File: config.mk
export PLATFORM = sky130hd
export DESIGN_NAME = c3z_queue
export DESIGN_NICKNAME = d
export VERILOG_FILES = /design/src/rtl/c3z_pkg.sv /design/src/rtl/c3z_queue.sv
export SDC_FILE = /design/constraint.sdc
export NUM_CORES = 1
export LEC_CHECK = 0
export BUFFER_PORTS_ARGS = -buffer_cell sky130_fd_sc_hd__buf_4
export CELL_PAD_IN_SITES_DETAIL_PLACEMENT = 0
export CELL_PAD_IN_SITES_GLOBAL_PLACEMENT = 1
export CORE_AREA = 3 3 274 276
export CTS_BUF_LIST = sky130_fd_sc_hd__clkbuf_4 sky130_fd_sc_hd__clkbuf_8
export DETAILED_ROUTE_END_ITERATION = 10
export DIE_AREA = 0 0 277 279
export PLACE_DENSITY = 0.83
export SYNTH_ARGS = -nofsm -noshare
export SYNTH_HDL_FRONTEND = slang
export SYNTH_SLANG_ARGS = --single-unit
File: constraint.sdc
create_clock -name clk_i -period 10.3 [get_ports clk_i]
set_input_delay 0.515 -clock clk_i [delete_from_list [all_inputs] [get_ports clk_i]]
set_output_delay 0.515 -clock clk_i [all_outputs]
set_load 0.02 [all_outputs]
File: src/rtl/c3z_pkg.sv
`timescale 1ns / 1ps
// ----------------------------------------------------------------------------
// c3z_pkg
// shared types and constants of the 3x3 rgb correlation core
// ----------------------------------------------------------------------------
package c3z_pkg;

  localparam int MAX_WIDTH  = 1024;
  localparam int MAX_HEIGHT = 4096;
  localparam int COL_W      = $clog2(MAX_WIDTH);
  localparam int ROW_W      = $clog2(MAX_HEIGHT);
  localparam int KSIZE      = 3;
  localparam int KTAPS      = KSIZE * KSIZE;
  localparam int NCHAN      = 3;
  localparam int NCOEFF     = NCHAN * KTAPS;
  localparam int PIX_W      = 8 * NCHAN;
  localparam int PROD_W     = 25;
  localparam int SUM_W      = 28;
  localparam int CFGW_W     = 11;
  localparam int CFGH_W     = 13;
  localparam int CFG_IDX_W  = 2;
  localparam int CFG_DATA_W = 13;
  localparam int QDEPTH     = 4;
  localparam int QPTR_W     = $clog2(QDEPTH);

  localparam logic FUNC_COEFF = 1'b0;
  localparam logic FUNC_PIXEL = 1'b1;

  localparam logic [CFG_IDX_W-1:0] REG_WIDTH  = 2'd0;
  localparam logic [CFG_IDX_W-1:0] REG_HEIGHT = 2'd1;

  typedef logic [PIX_W-1:0] pix_t;

  // one queue entry: either a coefficient load or a pixel with its pending outputs
  typedef struct packed {
    logic                is_coeff;
    logic [4:0]          idx;
    logic [15:0]         val;
    pix_t [KTAPS-1:0]    win;
    logic [ROW_W-1:0]    row;
    logic [COL_W-1:0]    col;
    logic [3:0]          mask;
  } job_t;

  typedef struct packed {
    logic [CFGW_W-1:0] w;
    logic [CFGH_W-1:0] h;
  } dims_t;

endpackage

File: src/rtl/c3z_queue.sv
`timescale 1ns / 1ps
// ----------------------------------------------------------------------------
// c3z_queue
// short fifo between front and back
// ----------------------------------------------------------------------------
module c3z_queue (
  input  logic          clk_i,
  input  logic          rst_ni,
  input  logic          push_i,
  input  c3z_pkg::job_t job_i,
  output logic          full_o,
  input  logic          pop_i,
  output logic          valid_o,
  output c3z_pkg::job_t job_o
);
  import c3z_pkg::*;

  job_t              mem_q [QDEPTH];
  logic [QPTR_W-1:0] wp_q, rp_q;
  logic [QPTR_W:0]   cnt_q;

  assign full_o  = (cnt_q == (QPTR_W+1)'(QDEPTH));
  assign valid_o = (cnt_q != '0);
  assign job_o   = mem_q[rp_q];

  always_ff @(posedge clk_i or negedge rst_ni) begin
    if (!rst_ni) begin
      wp_q  <= '0;
      rp_q  <= '0;
      cnt_q <= '0;
    end else begin
      if (push_i) wp_q <= wp_q + 1'b1;
      if (pop_i)  rp_q <= rp_q + 1'b1;
      case ({push_i, pop_i})
        2'b10:   cnt_q <= cnt_q + 1'b1;
        2'b01:   cnt_q <= cnt_q - 1'b1;
        default: cnt_q <= cnt_q;
      endcase
    end
  end

  always_ff @(posedge clk_i) begin
    if (push_i) mem_q[wp_q] <= job_i;
  end

endmodule

==> impl_metrics.json <==
{
  "core_mm2": 0.0728,
  "grt_usage_pct": 22.5,
  "dpl.hpwl_um": 49500,
  "clockRootBuffer": "clkbuf_8",
  "crit_chain": "buf_4 > buf_4 > mux4_2 > buf_4",
  "grt_setup_unrepaired": "false",
  "clkLatencyLatePin_ns": 0.78,
  "crit_buf_inv": 3,
  "drv_cap": 0,
  "syn_avg_cell_area_um2": 27.2,
  "skew_ns": 0.0474,
  "grt_max_degree": 143,
  "path_class": "reg2out",
  "finalHoldViolations": 0,
  "dpl_worst_slack_ns": 6.55,
  "tightest_slew_ns": 1.15,
  "period_share_pct": 44.4,
  "cts_setup_buffers": 0,
  "hp-class": "in2reg",
  "fin_hold_ws_ns": 0.480,
  "yosysSeqAreaShare_pct": 82.8,
  "fin_nets": 2616,
  "fp.dieH_um": 279,
  "viasPerCell": 5.49,
  "cts_tree": "yes",
  "antenna_found_initial": 16,
  "portBuffers": 533,
  "grt_pass1_wl_um": 130000,
  "power.density_mw_per_mm2": 285,
  "ys_warn_count": 0,
  "ys_seq_elements": 1063,
  "final_antenna_net_count": 0,
  "place.gp.congestion": 0.763,
  "drive_gt1_share_pct": 43.0,
  "dr.pass1.iters": 6,
  "cp.arrival_ns": 4.06,
  "cp_top_family": "buffers and inverters",
  "clkTransAtPathRegs_ns": 0.06,
  "period_needed_ns": 4.57,
  "syn_to_final_growth_pct": 27.9,
  "worstPathRequired_ns": 9.79,
  "dieArea_mm2": 0.0773,
  "cts_buffers": 164,
  "slew_viol_final": 0,
  "cp_max_fo": 69,
  "cp_common_cell": "buf_4",
  "finish.instance_area_mm2": 0.0493,
  "setup.worst_path.end_class": "primary output",
  "boundaryPins": 534,
  "peakVddDrop_mv": 0.206,
  "clockBufferDepth": 3,
  "num_rows": 99,
  "leakage_nw": 17.0,
  "cts.sinks": 1063,
  "initialDrtViolationCount": 1547,
  "grt_pass1_vias": 20700,
  "finalWorstSetupSlack_ns": 5.73,
  "htree_levels": 4,
  "relSlewSlack_pct": 23.4,
  "syn_nets": 1689,
  "status": "finished clean",
  "initial_core_util_pct": 52.9,
  "wl_per_cell_um": 25.1,
  "max_clock_freq_mhz": 219,
  "syn-instance-count": 1415,
  "drc": 0,
  "slowest_stage": "buf_4",
  "postPlaceCellArea_mm2": 0.0435,
  "setup-violations-final": 0,
  "slowest_delay_ns": 0.90,
  "grt-ovfl-total": 0,
  "fp.dieW_um": 277,
  "startpoint_type": "flip-flop",
  "setup_tns_ns": 0,
  "syn_area_mm2": 0.0385,
  "yosysUniqueCellTypes": 21,
  "vias": 18900,
  "wl_um": 86300
}
## per-stage QoR
stage / std cells / power, mW / utilization, %
after floorplan: 1415 / 9.12 / -
after global placement: 2866 / 10.7 / 59.7
after detailed placement: 2866 / 10.8 / 59.7
after CTS: 3430 / 14.2 / 67.6
after global routing: 3442 / 14.6 / 67.7
final: 3442 / 14.1 / 67.7
## sequential cells by signal, summed over array words and instances, names as in the netlist
| register | flops |
|---|---|
| wp_q | 2 |
| rp_q | 2 |
| cnt_q | 3 |
| mem_q | 1056 |
## cell usage in the layout, fill, tap and decap left out, types with 2 or more instances in the layout
cell	synthesis	layout
ha_1	5	5
buf_12	1	4
inv_8	0	4
clkbuf_4	0	44
diode_2	0	12
inv_6	0	2
and2_4	0	4
dlygate4sd3_1	0	269
xnor2_1	2	2
clkbuf_8	0	166
edfxtp_1	1056	1056
mux4_2	264	264
clkinv_1	0	53
xor2_1	4	4
inv_12	0	5
dfrtp_4	0	2
clkinvlp_4	0	3
dfrtp_1	7	5
clkinv_2	0	17
inv_1	6	6
buf_4	0	547
nand2_1	2	2
## synthesized netlist by cell type (all sizes together)
| cell | n | area (um^2) |
|---|---|---|
| o21ai | 1 | 5.00 |
| edfxtp | 1056 | 31700 |
| and3 | 1 | 6.26 |
| and2 | 4 | 25.0 |
| xnor2 | 2 | 17.5 |
| xor2 | 4 | 35.0 |
| mux2i | 1 | 10.0 |
| nand2 | 2 | 7.51 |
| clkbuf | 2 | 7.51 |
| ha | 5 | 62.6 |
| mux4 | 264 | 5950 |
| fa | 1 | 20.0 |
| or3 | 1 | 6.26 |
| buf | 57 | 472 |
| dfrtp | 7 | 175 |
| inv | 6 | 22.5 |
| nor2 | 1 | 3.75 |
## layer usage
layer	vias up	global-route usage [%]	share of wire [%]
met5	-	0	0.052
met4	8	10.2	3.9
met3	182	7.09	7.8
met2	790	37.1	52
met1	9868	27.5	36
li1	8063	-	-
## logic make-up after synthesis
kind of cell               after synthesis  share of synthesized area [%]
AOI/OAI and AO/OA                        1                         0.0130
muxes                                  265                           15.5
buffers and inverters                   65                           1.30
and+or+nand+nor                          9                          0.127
adders and majority gates                6                          0.214
DFF                                   1063                           82.8
xor gates and xnor gates                 6                          0.136
## worst reg2reg max path, cell delays in order, from the launching register on
cell and delay (ns):
dfrtp_1 0.42, inv_1 0.10, ha_1 0.15, and2_4 0.53, buf_4 0.86, buf_4 0.96
## worst paths after layout
path                                 start       endpoint  slack, ns  depth (start not counted)
worst max register to register     wp_q[0]   mem_q[0][51]       6.80                          5
worst min register to register    cnt_q[2]       cnt_q[2]       0.49                          1
max in group asynchronous           rst_ni        rp_q[0]       8.78                          4
worst min-delay path            job_i[231]  mem_q[2][231]       0.48                          2
min in group asynchronous           rst_ni        rp_q[1]       0.63                          3
worst max-delay path               rp_q[1]     job_o[116]       5.73                          4
## report_power, final
group          internal (mW)  total (mW)  leakage (nW)  switching [mW]
clock network           1.71        3.31          1.63            1.61
registers               5.67        5.93          9.78           0.265
logic                   2.10        4.81          5.61            2.71
## repair_timing
item | in CTS | in global routing
gates resized for setup | 0 | 0
hold endpoints to repair | 1067 | 0
hold buffers | 269 | 0
setup endpoints to repair | 0 | 0
## layout make-up
type | count | area (um^2)
diodes | 12 | 30.0
repair buffers | 820 | 6880
well taps | 959 | 1200
flip-flops and latches | 1063 | 31900
clock buffers | 210 | 2620
clock inverters | 85 | 480
multi-input cells | 287 | 6150
fillers | 4340 | 23600
inverters | 6 | 22.5
(Power assumes the default switching activity.)
